--- src/sv/cda_pkg.sv ---
`default_nettype none

package cda_pkg;

  // Operation codes carried in the operation word
  typedef enum logic [2:0] {
    OP_LOAD       = 3'd0,
    OP_SET_DAY    = 3'd1,
    OP_SET_MONTH  = 3'd2,
    OP_SET_YEAR   = 3'd3,
    OP_ADD_DAYS   = 3'd4,
    OP_ADD_MONTHS = 3'd5,
    OP_ADD_YEARS  = 3'd6
  } op_e;

  localparam logic [3:0] MONTH_JAN       = 4'd1;
  localparam logic [3:0] MONTH_DEC       = 4'd12;
  localparam logic [3:0] MONTHS_PER_YEAR = 4'd12;
  localparam logic [4:0] DAY_FIRST       = 5'd1;
  localparam logic [4:0] DAY_LAST_DEC    = 5'd31;

  // Multiplicative inverse of 25 modulo 2^32 and the largest multiple image:
  // y is divisible by 25 exactly when y * INV25 (mod 2^32) <= LIM25.
  localparam logic [31:0] INV25 = 32'hC28F5C29;
  localparam logic [31:0] LIM25 = 32'h0A3D70A3;

  localparam logic [4:0] MONTH_LEN_COMMON [13] = '{
    5'd0, 5'd31, 5'd28, 5'd31, 5'd30, 5'd31, 5'd30,
    5'd31, 5'd31, 5'd30, 5'd31, 5'd30, 5'd31
  };
  localparam logic [4:0] MONTH_LEN_LEAP [13] = '{
    5'd0, 5'd31, 5'd29, 5'd31, 5'd30, 5'd31, 5'd30,
    5'd31, 5'd31, 5'd30, 5'd31, 5'd30, 5'd31
  };

  // Commands from the controller to the datapath
  typedef struct packed {
    logic latch;
    logic exec;
    logic day_step;
    logic div_step;
    logic apply;
    logic clamp;
  } cmd_t;

  // Status from the datapath to the controller
  typedef struct packed {
    logic [2:0] op;
    logic       date_ok;
    logic       mag_zero;
  } sts_t;

  // Gregorian leap-year rule: by 4 and not by 100, or by 400
  function automatic logic is_leap(input logic [31:0] y);
    logic [31:0] prod;
    logic        div25;
    prod  = y * INV25;
    div25 = (prod <= LIM25);
    return ((y[1:0] == 2'd0) && !div25) || ((y[3:0] == 4'd0) && div25);
  endfunction

  // Length of a month, zero for a month number outside 1..12
  function automatic logic [4:0] days_in(input logic [3:0] m, input logic leap);
    logic [4:0] len;
    if (m == 4'd0 || m > MONTHS_PER_YEAR) begin
      len = 5'd0;
    end else if (leap) begin
      len = MONTH_LEN_LEAP[m];
    end else begin
      len = MONTH_LEN_COMMON[m];
    end
    return len;
  endfunction

endpackage

`default_nettype wire

--- src/sv/calendar_date_adjuster_top.sv ---
// A load or set word passes exec, then done; an add of years exec, apply and clamp; an add
// of months exec, a reciprocal divide by twelve, apply and clamp; an add of days exec and a
// day step per month boundary crossed, plus one when days remain after it.
// One word is taken at a time; busy is low again the cycle after the done_o strobe.
// The result is presented for one cycle on done_o; the receiver cannot stall.
// Reset clears the date to the invalid zero date; add words are refused until a load.
`default_nettype none

module calendar_date_adjuster_top #(
  parameter int YEAR_BITS   = 14,
  parameter int AMOUNT_BITS = 16
) (
  input  wire logic                   clk_i,
  input  wire logic                   rst_ni,
  input  wire logic                   start,
  output logic                        busy,
  input  wire logic [2:0]             operation_i,
  input  wire logic [AMOUNT_BITS-1:0] amount_i,
  input  wire logic [4:0]             day_in_i,
  input  wire logic [3:0]             month_in_i,
  input  wire logic [YEAR_BITS-1:0]   year_in_i,
  output logic                        done_o,
  output logic [4:0]                  day_out_o,
  output logic [3:0]                  month_out_o,
  output logic [YEAR_BITS-1:0]        year_out_o,
  output logic                        rejected_o,
  output logic                        limited_o
);
  import cda_pkg::*;

  cmd_t cmd;
  sts_t sts;

  cda_ctrl u_ctrl (
    .clk_i  (clk_i),
    .rst_ni (rst_ni),
    .start  (start),
    .busy   (busy),
    .done_o (done_o),
    .cmd_o  (cmd),
    .sts_i  (sts)
  );

  cda_datapath #(
    .YEAR_BITS   (YEAR_BITS),
    .AMOUNT_BITS (AMOUNT_BITS)
  ) u_datapath (
    .clk_i       (clk_i),
    .rst_ni      (rst_ni),
    .cmd_i       (cmd),
    .sts_o       (sts),
    .operation_i (operation_i),
    .amount_i    (amount_i),
    .day_in_i    (day_in_i),
    .month_in_i  (month_in_i),
    .year_in_i   (year_in_i),
    .day_o       (day_out_o),
    .month_o     (month_out_o),
    .year_o      (year_out_o),
    .rejected_o  (rejected_o),
    .limited_o   (limited_o)
  );

  // A limited result is never a refused one
  assert property (@(posedge clk_i) disable iff (!rst_ni)
    done_o && limited_o |-> !rejected_o)
    else $error("limited and rejected together");

  // A limited result is the floor date or the top date
  assert property (@(posedge clk_i) disable iff (!rst_ni)
    done_o && limited_o |->
      (day_out_o == 5'd1 && month_out_o == 4'd1 && year_out_o == YEAR_BITS'(1)) ||
      (day_out_o == 5'd31 && month_out_o == 4'd12 && year_out_o == {YEAR_BITS{1'b1}}))
    else $error("limited date is neither floor nor top");

  // An accepted word always leaves a plausible date behind
  assert property (@(posedge clk_i) disable iff (!rst_ni)
    done_o && !rejected_o |->
      day_out_o != 5'd0 && month_out_o != 4'd0 && month_out_o <= 4'd12 &&
      year_out_o != '0)
    else $error("accepted word left an invalid date");

  // A taken word makes the block busy at once
  assert property (@(posedge clk_i) disable iff (!rst_ni)
    start && !busy |=> busy && !done_o)
    else $error("word taken but block not busy");

  // The result strobe lasts a single cycle and frees the block next
  assert property (@(posedge clk_i) disable iff (!rst_ni)
    done_o |=> !done_o && !busy)
    else $error("result strobe longer than one cycle");

endmodule

`default_nettype wire

--- src/sv/cda_ctrl.sv ---
`default_nettype none

module cda_ctrl (
  input  wire logic          clk_i,
  input  wire logic          rst_ni,
  input  wire logic          start,
  output logic               busy,
  output logic               done_o,
  output cda_pkg::cmd_t      cmd_o,
  input  wire cda_pkg::sts_t sts_i
);
  import cda_pkg::*;

  typedef enum logic [6:0] {
    S_IDLE  = 7'b0000001,
    S_EXEC  = 7'b0000010,
    S_DAYS  = 7'b0000100,
    S_DIV   = 7'b0001000,
    S_APPLY = 7'b0010000,
    S_CLAMP = 7'b0100000,
    S_DONE  = 7'b1000000
  } state_e;

  state_e state_q, state_d;

  // Sequence the datapath through one word
  always_comb begin
    state_d = state_q;
    cmd_o   = '0;
    unique case (state_q)
      S_IDLE: begin
        if (start) begin
          cmd_o.latch = 1'b1;
          state_d     = S_EXEC;
        end
      end
      S_EXEC: begin
        cmd_o.exec = 1'b1;
        state_d    = S_DONE;
        if (sts_i.date_ok) begin
          unique case (sts_i.op)
            OP_ADD_DAYS:   state_d = S_DAYS;
            OP_ADD_MONTHS: state_d = S_DIV;
            OP_ADD_YEARS:  state_d = S_APPLY;
            default:       state_d = S_DONE;
          endcase
        end
      end
      S_DAYS: begin
        if (sts_i.mag_zero) begin
          state_d = S_DONE;
        end else begin
          cmd_o.day_step = 1'b1;
        end
      end
      S_DIV: begin
        cmd_o.div_step = 1'b1;
        state_d        = S_APPLY;
      end
      S_APPLY: begin
        cmd_o.apply = 1'b1;
        state_d     = S_CLAMP;
      end
      S_CLAMP: begin
        cmd_o.clamp = 1'b1;
        state_d     = S_DONE;
      end
      S_DONE: begin
        state_d = S_IDLE;
      end
      default: begin
        state_d = S_IDLE;
      end
    endcase
  end

  always_ff @(posedge clk_i or negedge rst_ni) begin
    if (!rst_ni) begin
      state_q <= S_IDLE;
    end else begin
      state_q <= state_d;
    end
  end

  assign busy   = (state_q != S_IDLE);
  assign done_o = (state_q == S_DONE);

endmodule

`default_nettype wire

--- src/sv/cda_datapath.sv ---
`default_nettype none

module cda_datapath #(
  parameter int YEAR_BITS   = 14,
  parameter int AMOUNT_BITS = 16
) (
  input  wire logic                   clk_i,
  input  wire logic                   rst_ni,
  input  wire cda_pkg::cmd_t          cmd_i,
  output cda_pkg::sts_t               sts_o,
  input  wire logic [2:0]             operation_i,
  input  wire logic [AMOUNT_BITS-1:0] amount_i,
  input  wire logic [4:0]             day_in_i,
  input  wire logic [3:0]             month_in_i,
  input  wire logic [YEAR_BITS-1:0]   year_in_i,
  output logic [4:0]                  day_o,
  output logic [3:0]                  month_o,
  output logic [YEAR_BITS-1:0]        year_o,
  output logic                        rejected_o,
  output logic                        limited_o
);
  import cda_pkg::*;

  localparam int SW    = ((YEAR_BITS > AMOUNT_BITS) ? YEAR_BITS : AMOUNT_BITS) + 2;
  localparam int PW    = 2 * AMOUNT_BITS;
  localparam int RECIP_SHIFT = AMOUNT_BITS + 3;
  localparam logic [AMOUNT_BITS-1:0] RECIP12 =
    AMOUNT_BITS'(((1 << (AMOUNT_BITS + 1)) + 2) / 3);
  localparam logic [YEAR_BITS-1:0] YEAR_TOP   = {YEAR_BITS{1'b1}};
  localparam logic [YEAR_BITS-1:0] YEAR_FIRST = YEAR_BITS'(1);

  // Stored date and flags
  logic [4:0]             day_q, day_d;
  logic [3:0]             month_q, month_d;
  logic [YEAR_BITS-1:0]   year_q, year_d;
  logic                   rej_q, rej_d;
  logic                   lim_q, lim_d;

  // Latched word and working registers
  logic [2:0]             op_q, op_d;
  logic [4:0]             din_q, din_d;
  logic [3:0]             min_q, min_d;
  logic [YEAR_BITS-1:0]   yin_q, yin_d;
  logic                   neg_q, neg_d;
  logic [AMOUNT_BITS-1:0] mag_q, mag_d;
  logic [3:0]             rem_q, rem_d;

  // Candidate date for the validity check
  logic                   take_day, take_month, take_year;
  logic [4:0]             cand_day;
  logic [3:0]             cand_month;
  logic [YEAR_BITS-1:0]   cand_year;
  logic                   leap_c;
  logic [4:0]             dim_cand, dim_cur, dim_prev;
  logic                   date_ok;

  assign take_day   = (op_q == OP_LOAD) || (op_q == OP_SET_DAY);
  assign take_month = (op_q == OP_LOAD) || (op_q == OP_SET_MONTH);
  assign take_year  = (op_q == OP_LOAD) || (op_q == OP_SET_YEAR);
  assign cand_day   = take_day   ? din_q : day_q;
  assign cand_month = take_month ? min_q : month_q;
  assign cand_year  = take_year  ? yin_q : year_q;

  // One leap unit; during add work the candidate year is the stored year
  assign leap_c   = is_leap(32'(cand_year));
  assign dim_cand = days_in(cand_month, leap_c);
  assign dim_cur  = days_in(month_q, leap_c);
  assign dim_prev = days_in(month_q - 4'd1, leap_c);
  assign date_ok  = (cand_year != '0) && (cand_month >= MONTH_JAN) &&
                    (cand_month <= MONTH_DEC) && (cand_day >= DAY_FIRST) &&
                    (cand_day <= dim_cand);

  // Day stepping, one month boundary at most per cycle
  logic [4:0]             gap;
  logic                   fwd_fits, back_fits;
  assign gap       = dim_cur - day_q;
  assign fwd_fits  = (mag_q <= AMOUNT_BITS'(gap));
  assign back_fits = (mag_q < AMOUNT_BITS'(day_q));

  // Divide the magnitude by twelve with a reciprocal multiply
  logic [PW-1:0]          prod12;
  logic [AMOUNT_BITS-1:0] quot12;
  logic [3:0]             rem12;
  assign prod12 = PW'(mag_q) * PW'(RECIP12);
  assign quot12 = AMOUNT_BITS'(prod12 >> RECIP_SHIFT);
  assign rem12  = 4'(mag_q - (quot12 << 3) - (quot12 << 2));

  // Month and year application: quotient in mag_q, remainder in rem_q
  logic [4:0]             ms_fwd;
  logic                   carry, borrow;
  logic [3:0]             mn;
  logic [SW-1:0]          year_w, mag_w, yn;
  logic                   go_floor, go_top;

  assign ms_fwd = {1'b0, month_q} + {1'b0, rem_q};
  assign carry  = (ms_fwd > {1'b0, MONTH_DEC});
  assign borrow = (month_q <= rem_q);
  assign year_w = SW'(year_q);
  assign mag_w  = SW'(mag_q);

  always_comb begin
    if (neg_q) begin
      mn = borrow ? (month_q + MONTHS_PER_YEAR - rem_q) : (month_q - rem_q);
      yn = year_w - mag_w - SW'(borrow);
    end else begin
      mn = carry ? 4'(ms_fwd - {1'b0, MONTHS_PER_YEAR}) : ms_fwd[3:0];
      yn = year_w + mag_w + SW'(carry);
    end
  end

  assign go_floor = yn[SW-1] || (yn == '0);
  assign go_top   = !go_floor && (yn[SW-2:0] > (SW-1)'(YEAR_TOP));

  // Next-state of the datapath registers
  always_comb begin
    day_d   = day_q;
    month_d = month_q;
    year_d  = year_q;
    rej_d   = rej_q;
    lim_d   = lim_q;
    op_d    = op_q;
    din_d   = din_q;
    min_d   = min_q;
    yin_d   = yin_q;
    neg_d   = neg_q;
    mag_d   = mag_q;
    rem_d   = rem_q;

    if (cmd_i.latch) begin
      // capture the word and take the magnitude of the amount
      op_d  = operation_i;
      din_d = day_in_i;
      min_d = month_in_i;
      yin_d = year_in_i;
      neg_d = amount_i[AMOUNT_BITS-1];
      mag_d = amount_i[AMOUNT_BITS-1] ? (~amount_i + 1'b1) : amount_i;
      rem_d = '0;
      rej_d = 1'b0;
      lim_d = 1'b0;
    end else if (cmd_i.exec) begin
      // take a checked write, or refuse it and keep the old date; refuse an add on an invalid date or an unknown code
      unique case (op_q) inside
        OP_LOAD, OP_SET_DAY, OP_SET_MONTH, OP_SET_YEAR: begin
          if (date_ok) begin
            day_d   = cand_day;
            month_d = cand_month;
            year_d  = cand_year;
          end else begin
            rej_d = 1'b1;
          end
        end
        OP_ADD_DAYS, OP_ADD_MONTHS, OP_ADD_YEARS: begin
          if (!date_ok) begin
            rej_d = 1'b1;
          end
        end
        default: begin
          rej_d = 1'b1;
        end
      endcase
    end else if (cmd_i.day_step) begin
      if (!neg_q) begin
        // advance within the month, or to the first of the next, or stop at the top date
        if (fwd_fits) begin
          day_d = day_q + mag_q[4:0];
          mag_d = '0;
        end else begin
          mag_d = mag_q - AMOUNT_BITS'(gap) - 1'b1;
          day_d = DAY_FIRST;
          if (month_q == MONTH_DEC) begin
            if (year_q == YEAR_TOP) begin
              day_d   = DAY_LAST_DEC;
              month_d = MONTH_DEC;
              lim_d   = 1'b1;
              mag_d   = '0;
            end else begin
              month_d = MONTH_JAN;
              year_d  = year_q + 1'b1;
            end
          end else begin
            month_d = month_q + 4'd1;
          end
        end
      end else begin
        // go back within the month, or to the last day of the previous, or stop at the floor date
        if (back_fits) begin
          day_d = day_q - mag_q[4:0];
          mag_d = '0;
        end else begin
          mag_d = mag_q - AMOUNT_BITS'(day_q);
          if (month_q == MONTH_JAN) begin
            if (year_q == YEAR_FIRST) begin
              day_d = DAY_FIRST;
              lim_d = 1'b1;
              mag_d = '0;
            end else begin
              month_d = MONTH_DEC;
              year_d  = year_q - 1'b1;
              day_d   = DAY_LAST_DEC;
            end
          end else begin
            month_d = month_q - 4'd1;
            day_d   = dim_prev;
          end
        end
      end
    end else if (cmd_i.div_step) begin
      // split the magnitude into whole years and leftover months
      rem_d = rem12;
      mag_d = quot12;
    end else if (cmd_i.apply) begin
      // floor or saturate out-of-range years, otherwise move the date
      if (go_floor) begin
        day_d   = DAY_FIRST;
        month_d = MONTH_JAN;
        year_d  = YEAR_FIRST;
        lim_d   = 1'b1;
      end else if (go_top) begin
        day_d   = DAY_LAST_DEC;
        month_d = MONTH_DEC;
        year_d  = YEAR_TOP;
        lim_d   = 1'b1;
      end else begin
        month_d = mn;
        year_d  = yn[YEAR_BITS-1:0];
      end
    end else if (cmd_i.clamp) begin
      // hold the day within the length of the new month
      if (day_q > dim_cur) begin
        day_d = dim_cur;
      end
    end
  end

  always_ff @(posedge clk_i or negedge rst_ni) begin
    if (!rst_ni) begin
      day_q   <= '0;
      month_q <= '0;
      year_q  <= '0;
      rej_q   <= 1'b0;
      lim_q   <= 1'b0;
    end else begin
      day_q   <= day_d;
      month_q <= month_d;
      year_q  <= year_d;
      rej_q   <= rej_d;
      lim_q   <= lim_d;
    end
  end

  always_ff @(posedge clk_i) begin
    op_q  <= op_d;
    din_q <= din_d;
    min_q <= min_d;
    yin_q <= yin_d;
    neg_q <= neg_d;
    mag_q <= mag_d;
    rem_q <= rem_d;
  end

  assign sts_o.op       = op_q;
  assign sts_o.date_ok  = date_ok;
  assign sts_o.mag_zero = (mag_q == '0);

  assign day_o      = day_q;
  assign month_o    = month_q;
  assign year_o     = year_q;
  assign rejected_o = rej_q;
  assign limited_o  = lim_q;

endmodule

`default_nettype wire

--- config.mk ---
export PLATFORM = sky130hd
export DESIGN_NAME = calendar_date_adjuster_top
export DESIGN_NICKNAME = d
export VERILOG_FILES = /design/src/sv/cda_pkg.sv /design/src/sv/calendar_date_adjuster_top.sv /design/src/sv/cda_ctrl.sv /design/src/sv/cda_datapath.sv
export SDC_FILE = /design/constraint.sdc
export NUM_CORES = 1
export LEC_CHECK = 0
export BUFFER_PORTS_ARGS = -buffer_cell sky130_fd_sc_hd__buf_2
export CAP_MARGIN = 15
export CORE_MARGIN = 5
export CORE_UTILIZATION = 40
export CTS_CLUSTER_SIZE = 24
export DETAILED_ROUTE_END_ITERATION = 6
export GPL_ROUTABILITY_DRIVEN = 0
export GPL_TIMING_DRIVEN = 0
export PLACE_DENSITY_LB_ADDON = 0.12
export SETUP_SLACK_MARGIN = 0.3
export SYNTH_ARGS = -nofsm -noshare
export SYNTH_HDL_FRONTEND = slang
export SYNTH_SLANG_ARGS = --single-unit
export TNS_END_PERCENT = 50
--- constraint.sdc ---
create_clock -name clk_i -period 16.4 [get_ports clk_i]
set_input_delay 1.64 -clock clk_i [delete_from_list [all_inputs] [get_ports clk_i]]
set_output_delay 1.64 -clock clk_i [all_outputs]
set_load 0.05 [all_outputs]
# Word-level counts from Yosys, hierarchy flattened
# Memory sizes are Yosys's and may differ from the RTL's.
# Cells that the tools add are included.
[totals]
latchBits = 0
output_inout_bits = 27
register_bits = 79
n_memories = 6
mem_bits_ro = 480
inputBits = 45
ramBits = 0
wordCells = 265
[mem_list]
columns = ["name", "words", "word_bits", "rd", "rd_ports_with_merged_regs", "write_ports", "line_no", "source"]
rows = [
  ["(no name shown)", 16, 5, 1, 0, 0, "cda_pkg.sv:68", "len = MONTH_LEN_LEAP[m];"],
  ["(no name shown)", 16, 5, 1, 0, 0, "cda_pkg.sv:70", "len = MONTH_LEN_COMMON[m];"],
  ["(no name shown)", 16, 5, 1, 0, 0, "cda_pkg.sv:68", ""],
  ["(no name shown)", 16, 5, 1, 0, 0, "cda_pkg.sv:70", ""],
  ["(no name shown)", 16, 5, 1, 0, 0, "cda_pkg.sv:68", ""],
  ["(no name shown)", 16, 5, 1, 0, 0, "cda_pkg.sv:70", ""],
]
[classes]
n_addsub = 22
mux = 115
magnitude_cmp = 17
shift = 0
reduce_logical = 43
bitwise_logic = 7
n_div = 0
n_mul = 2
n_eq_ne = 40
[ops]
columns = ["op", "count"]
rows = [
  ["$mux W14", 16],
  ["$mux W16", 12],
  ["$mux W5", 36],
  ["$mux W4", 19],
  ["$pmux W7 S6", 1],
  ["$le A32 B28 Y1 const B", 1],
  ["$mul A14 B32 Y32 const B", 1],
  ["$mul A16 B16 Y32 const B", 1],
  ["$sub A16 B5 Y16", 2],
  ["$mux W1", 26],
  ["$ne A4 B4 Y1 const B", 6],
  ["$mux W7", 3],
  ["$pmux W7 S3", 1],
  ["$add A18 B1 Y18", 1],
  ["$logic_not A18 Y1", 1],
  ["$mux W18", 1],
  ["$sub A18 B1 Y18", 1],
  ["$add A14 B16 Y17", 1],
  ["$gt A17 B14 Y1 const B", 1],
  ["$sub A14 B16 Y17", 1],
  ["$add A16 B1 Y16 const B", 1],
  ["$le A16 B5 Y1", 1],
  ["$logic_not A16 Y1", 1],
  ["$logic_not A4 Y1", 4],
  ["64 further kinds", 107],
]

# Depth between registers and ports, before layout
[logic_depth]
ltp_word = 20
mapped_depth = 52
ltp_nobuf = 49

# Hierarchy
# From an unflattened synthesis, not the netlist that was laid out.
[unflattened]
hier_cells = 2183
hier_area_um2 = 19024.5
[by_module_without_submodules]
columns = ["mod", "area_each_um2", "n_inst", "seq_area_each_um2", "cells_per_inst"]
rows = [
  ["cda_datapath", 18586.6, 1, 1996.9, 2141],
  ["cda_ctrl", 437.9, 1, 176.4, 42],
]

# Least setup slack after synthesis
# OpenSTA, ideal clock, no wires.
[synth_path]
path_kind = "register -> register"
start = "register u_datapath.op_q[1]"
end = "register u_datapath.mag_q[12] (data pin)"
stages_incl_launch_ff = 45
n_path_buf = 5
t_required_ps = 16089
setup_time_ps = 311
arrival_ps = 10742
synth_period_minus_slack_ps = 11053
setup_slack_ps = 5347
cell_sequence = "edfxtp_1 -> or2_2 -> a21oi_1 -> buf_2 -> clkbuf_1 -> clkbuf_1 -> mux2i_1 -> inv_1 -> ha_1 -> ha_1 -> fa_1 -> fa_1 -> fa_1 -> inv_1 -> fa_1 -> inv_1 -> ha_1 -> clkbuf_1 -> [9 not listed] -> mux2_2 -> or2_2 -> ha_1 -> inv_1 -> fa_1 -> inv_1 -> ha_1 -> nor2b_1 -> o21a_1 -> o21ai_0 -> a21oi_1 -> o21ai_0 -> clkbuf_1 -> a21oi_1 -> nor3_1 -> nor3_1 -> a211oi_1 -> a21oi_1"
[synth_between]
elab_chain_cells = 20
word_cells_on_any_way = 25
classes_between = "3 x add/sub; 1 x mul; 2 x order compare; 1 x eq/ne; 10 x mux; 8 x reduce/logical"
[synth_rtl]
columns = ["element", "line_no", "source"]
rows = [
  ["start, declared", "cda_datapath.sv:40", "logic [2:0] op_q, op_d;"],
  ["start signal, assigned", "cda_datapath.sv:252", "op_q <= op_d;"],
  ["$eq A3 B2 Y1 / $logic_not A3 Y1 (equally long branches)", "cda_datapath.sv:59", "assign take_year = (op_q == OP_LOAD) || (op_q == OP_SET_YEAR);"],
  ["$logic_or A1 B1 Y1 *", "cda_datapath.sv:59", ""],
  ["$mux W14 *", "cda_datapath.sv:62", "assign cand_year = take_year ? yin_q : year_q;"],
  ["$mul A14 B32 Y32", "cda_pkg.sv:57", "prod = y * INV25;"],
  ["$le A32 B28 Y1", "cda_pkg.sv:58", "div25 = (prod <= LIM25);"],
  ["$logic_not A1 Y1", "cda_pkg.sv:59", "return ((y[1:0] == 2'd0) && !div25) || ((y[3:0] == 4'd0) && div25);"],
  ["$logic_and A1 B1 Y1", "cda_pkg.sv:59", ""],
  ["$logic_or A1 B1 Y1 *", "cda_pkg.sv:59", ""],
  ["[5 not listed]", "n/a", ""],
  ["$mux W16", "cda_datapath.sv:171", "if (year_q == YEAR_TOP) begin"],
  ["$mux W16", "cda_datapath.sv:170", "if (month_q == MONTH_DEC) begin"],
  ["$mux W16 *", "cda_datapath.sv:164", "if (fwd_fits) begin"],
  ["$mux W16 *", "cda_datapath.sv:162", "if (!neg_q) begin"],
  ["$mux W16 *", "cda_datapath.sv:161", "end else if (cmd_i.day_step) begin"],
  ["$mux W16 *", "cda_datapath.sv:140", "end else if (cmd_i.exec) begin"],
  ["$mux W16 *", "cda_datapath.sv:129", "if (cmd_i.latch) begin"],
  ["net u_datapath.mag_d[12]", "cda_datapath.sv:45", "logic [AMOUNT_BITS-1:0] mag_q, mag_d;"],
  ["end signal, assigned", "cda_datapath.sv:257", "mag_q <= mag_d;"],
  ["end, declared", "cda_datapath.sv:45", ""],
]
# Mark *: on every way through the listed nets, which the timed path passes. The rest lies on a longest branch. The select of a mux whose other input is x is not followed.
# A chain may end at the register's enable or synchronous reset.

# Worst setup path in the final report
[layout_path]
start = "register u_datapath.op_q[1]"
end = "register u_datapath.year_q[7], in the netlist u_datapath.year_o[7]"
[layout_between]
elab_chain_cells = 14
word_cells_on_any_way = 51
classes_between = "1 x add/sub; 1 x mul; 7 x order compare; 6 x eq/ne; 14 x mux; 1 x bitwise; 19 x reduce/logical; 2 x memory"
[layout_rtl]
columns = ["element", "line_no", "source"]
rows = [
  ["$eq A3 B2 Y1 / $logic_not A3 Y1 (equally long branches)", "cda_datapath.sv:59, cda_datapath.sv:57, cda_datapath.sv:58", ""],
  ["$logic_or A1 B1 Y1", "cda_datapath.sv:59", ""],
  ["$mux W14", "cda_datapath.sv:62", ""],
  ["$mul A14 B32 Y32", "cda_pkg.sv:57", ""],
  ["$le A32 B28 Y1", "cda_pkg.sv:58", ""],
  ["$logic_not A1 Y1", "cda_pkg.sv:59", ""],
  ["$logic_and A1 B1 Y1", "cda_pkg.sv:59", ""],
  ["$logic_or A1 B1 Y1", "cda_pkg.sv:59", ""],
  ["$mux W5", "cda_pkg.sv:67", "end else if (leap) begin"],
  ["$mux W5", "cda_pkg.sv:65", "if (m == 4'd0 || m > MONTHS_PER_YEAR) begin"],
  ["$sub A5 B5 Y5 / $le A5 B5 Y1 (equally long branches)", "cda_datapath.sv:76, cda_datapath.sv:71", ""],
  ["$le A16 B5 Y1 / $logic_and A1 B1 Y1 (equally long branches)", "cda_datapath.sv:77, cda_datapath.sv:70", ""],
  ["$ne A4 B3 Y1 (no source line) / $ne A2 B1 Y1 (equally long branches)", "n/a", ""],
  ["$reduce_and A11 Y1 (no source line)", "n/a", ""],
  ["end signal, assigned", "cda_datapath.sv:245", "year_q <= year_d;"],
  ["end, declared", "cda_datapath.sv:35", "logic [YEAR_BITS-1:0] year_q, year_d;"],
]
# Several ways; a longest one is shown, not always the timed one. The select of a mux whose other input is x is not followed.

==> results.txt <==
- The flow ran to the end, and the final reports show no timing, DRC or antenna violations.
- The number of cells on the worst reg-to-reg path is 45.
- Chip width: 230.5 um
- The worst path uses 85.66% of the clock period.
- Post-cts hold buffer count: 0
* Setup repair after global routing missed its margin: no
- The initial utilization of the core area, before any placement, comes to 40.55%.
- The core region is 47950 um^2.
- For the worst setup path, the data arrival time is 14270 ps.
- Detailed placement ended at an HPWL of 51270 um.
- Global routing finished with a remaining overflow of 0.
- Critical Path Start Type: flop
- Final-report max-slew violation count: 0
- Nets: 2901
- Layout Cells excl Fill: 2963
- Final setup violation count: 0
* Post-synth ARST share: 40.51%
* Number of global-route vias before repair: 16720
- After detailed routing, the average wire length per cell comes to 20.71 um.
* Clock tree sinks: 79
- TritonCTS built the clock tree.
- Syn Std Cell Area: 19440 um^2
- The cell sitting at the root of the clock tree is a sky130_fd_sc_hd__clkbuf_16.
* Synthesis-stage register bit count: 79
* Detailed-route vias per instance: 5.694
- Final Hold Fails: 0
- End-of-flow core utilization: 43.71%
* Kind of end point of the critical path: flop
- The detail route stage leaves a number of antenna-violating nets equal to 0.
- For this run, the leading register cell type out of synthesis is sky130_fd_sc_hd__edfxtp_1.
- Post-CTS resize count: 0
* Net count of the mapped netlist: 2815
- Post-synthesis cell count: 2256
- Clock Latency Late Sink: 380 ps
- Maximum number of pins on one net before global-route repair: 34
- Input and output buffers added on the ports amount to 71.
* Type of the worst min-delay path: reg2reg
- The die is 230.5 um tall.
- Transition at the pin with the smallest max-transition slack: 1207 ps
- Number of antenna violations at the first check in global routing: 0
* Clock skew: 12.79 ps
- Worst path required time: 16620 ps
- Share of Yosys cell area claimed by the top area cell type: 20.92%
- The worst hold path was traced through 2 stages.
* Unique masters post-synth: 94
- By area the synthesized netlist is led by sky130_fd_sc_hd__ha_1 21%, sky130_fd_sc_hd__fa_1 19%, sky130_fd_sc_hd__inv_1 7.4%, sky130_fd_sc_hd__edfxtp_1 6.6%, sky130_fd_sc_hd__dfrtp_1 4.0%.
- After the first detailed-routing iteration, the DRC count stood at 1296.
- H-tree lvl count: 3
- Fmax: 71.18 MHz
* Slowest CP cell: sky130_fd_sc_hd__a2111oi_0
- Across all layers, the routed design uses 16870 vias.
- Crit Path Max Fanout: 10
* Row count: 80
- For this run, the slowest stage of the critical path takes 660 ps.
- Buffer count from post-CTS setup fixing: 0
* Io pins: 72
- The worst pin sits at a relative slew slack of 19.55%.
- Proportion of layout cells with a drive suffix above 1: 6.349%
* Final critical path time including I/O delays and setup: 14050 ps
* Number of max-capacitance violations reported: 0
* Type of the setup path with the least slack: reg2reg
* Sequential fraction of the synthesis area: 11.18%
- In this run, synthesis inferred 43 flip-flops with an integrated enable.
- Setup Total Neg Slack: 0 ps
- For this run, the total global-route usage over all layers was measured as 22.83%.
- Residual DRC: 0
- Dominant cell type by area after synthesis: sky130_fd_sc_hd__ha_1
- Clock buffer count from CTS: 9
* Overall die area: 53110 um^2
- From synthesis to final layout, the design area changed by 7.807%.
- The first global-routing pass estimated 95960 um of wire.
- Clock Path Buffers: 2
- After clock tree synthesis, the clock-pin slew on the worst setup and hold paths is 80 ps.
- Ys Warns: 0
* # placed instances: 2946
- Routed WL: 61380 um
- Avg Cell Area, Syn: 8.617 um^2
- The pre-antenna-repair detailed-routing pass consisted of 6 iterations.
- Fill cells in the final layout number 4824.
-- state kept, by name, indices dropped and copies added, names as in the netlist --
name / cells
u_datapath.rejected_o: 1
u_datapath.op_q: 3
u_datapath.day_o: 5
u_datapath.year_o: 14
u_datapath.neg_q: 1
u_datapath.min_q: 4
u_datapath.yin_q: 14
u_datapath.rem_q: 4
u_ctrl.state_q: 7
u_datapath.limited_o: 1
u_datapath.month_o: 4
u_datapath.mag_q: 16
u_datapath.din_q: 5
-- final timing paths --
path | start | endpoint | slack (ps)
setup / recovery | u_datapath.op_q[1] | u_datapath.year_o[7] | 2350
hold / removal | u_datapath.rejected_o | u_datapath.rejected_o | 510
setup reg to reg | u_datapath.op_q[1] | u_datapath.year_o[7] | 2350
hold reg to reg | u_datapath.rejected_o | u_datapath.rejected_o | 510
max in group asynchronous | rst_ni | u_datapath.year_o[7] | 14460
min in group asynchronous | rst_ni | u_ctrl.state_q[3] | 1370
-- worst max-delay path: cells and delay by family, from the launching register on --
family | cells | cell delay [ps]
adder cells (fa/ha/maj) | 10 | 3760
AO/OA/AOI/OAI | 14 | 3710
buffers and inverters | 11 | 3010
AND/OR/NAND/NOR | 7 | 1850
multiplexers | 2 | 920
flip-flops | 1 | 460
XOR/XNOR | 1 | 160
-- layer usage --
layer,track usage (%),wire length (um)
met3,3.084,3653
met4,6.725,1884
met5,0,0
met2,36.13,27470
met1,32.71,28370
-- cell type report --
cell class                      count  area (um^2)  share of cell area (%)
Multi-Input combinational cell   1726        15560                   74.24
Clock buffer                        9        225.2                   1.075
Sequential cell                    79         2173                   10.37
Antenna cell                        1        2.502                 0.01194
Timing Repair Buffer               75        400.4                   1.910
Buffer                             66        270.3                   1.290
Clock inverter                      7        111.4                  0.5313
Tap cell                          615        769.5                   3.672
Inverter                          385         1446                   6.902
-- synth_stat cells, types with 6 or more instances --
cell type / count
sky130_fd_sc_hd__a2111oi_0: 8
sky130_fd_sc_hd__a211oi_1: 21
sky130_fd_sc_hd__a21o_1: 26
sky130_fd_sc_hd__a21oi_1: 115
sky130_fd_sc_hd__a221o_1: 7
sky130_fd_sc_hd__a31oi_1: 18
sky130_fd_sc_hd__a32oi_1: 6
sky130_fd_sc_hd__and2_1: 7
sky130_fd_sc_hd__and3_1: 11
sky130_fd_sc_hd__clkbuf_1: 55
sky130_fd_sc_hd__dfrtp_1: 31
sky130_fd_sc_hd__edfxtp_1: 43
sky130_fd_sc_hd__fa_1: 189
sky130_fd_sc_hd__ha_1: 325
sky130_fd_sc_hd__inv_1: 383
sky130_fd_sc_hd__mux2_2: 7
sky130_fd_sc_hd__mux2i_1: 35
sky130_fd_sc_hd__nand2_1: 124
sky130_fd_sc_hd__nand2b_1: 18
sky130_fd_sc_hd__nand3_1: 52
sky130_fd_sc_hd__nand3b_1: 7
sky130_fd_sc_hd__nand4_1: 20
sky130_fd_sc_hd__nor2_1: 144
sky130_fd_sc_hd__nor2b_1: 22
sky130_fd_sc_hd__nor3_1: 58
sky130_fd_sc_hd__nor3b_1: 6
sky130_fd_sc_hd__nor4_1: 18
sky130_fd_sc_hd__o2111ai_1: 7
sky130_fd_sc_hd__o211a_1: 7
sky130_fd_sc_hd__o211ai_1: 19
sky130_fd_sc_hd__o21a_1: 21
sky130_fd_sc_hd__o21ai_0: 96
sky130_fd_sc_hd__o21ai_1: 12
sky130_fd_sc_hd__o21bai_1: 9
sky130_fd_sc_hd__o221ai_1: 16
sky130_fd_sc_hd__o22ai_1: 13
sky130_fd_sc_hd__o311ai_0: 9
sky130_fd_sc_hd__o31ai_1: 15
sky130_fd_sc_hd__o32ai_1: 8
sky130_fd_sc_hd__o41ai_1: 6
sky130_fd_sc_hd__or2_2: 13
sky130_fd_sc_hd__or3_1: 18
sky130_fd_sc_hd__xnor2_1: 86
sky130_fd_sc_hd__xor2_1: 42
-- through the flow --
stage          hold slack, ps  worst slack (ps)  cell area (um^2)
4_1_cts                 522.7              2461             20960
5_1_grt                 537.2              1508             20960
3_5_place_dp            507.2              2512             20620
3_3_place_gp            507.9              1779             20560
2_1_floorplan           494.2              5347             19440
6_report                512.6              2352             20960
-- cell usage in the layout (no fill, tap or decap), drive strengths merged, types with 20 or more instances in the layout --
cell / instances
edfxtp: 43
xnor2: 86
mux2i: 35
nor3: 58
nor4: 20
o21ai: 108
a211oi: 22
buf: 86
clkbuf: 64
inv: 388
nand4: 20
fa: 189
a21o: 26
nor2: 145
nor2b: 22
dfrtp: 31
o21a: 21
xor2: 42
nand3: 52
ha: 325
o211ai: 21
nand2: 124
a21oi: 116
-- cells by family (layout without fill, tap and decap cells) --
family / Yosys count / count (layout) / synth area share [%]
multiplexers: 45 / 45 / 2.439
AND/OR/NAND/NOR: 539 / 539 / 13.63
buffers and inverters: 451 / 542 / 8.824
other: 0 / 1 / 0
flip-flops: 79 / 79 / 11.18
AO/OA/AOI/OAI: 500 / 500 / 17.78
adder cells (fa/ha/maj): 514 / 514 / 40.38
XOR/XNOR: 128 / 128 / 5.767
Power is left out: the tool's default activity adds up to more than one toggle a clock period on the data nets, which glitch-free logic cannot reach.
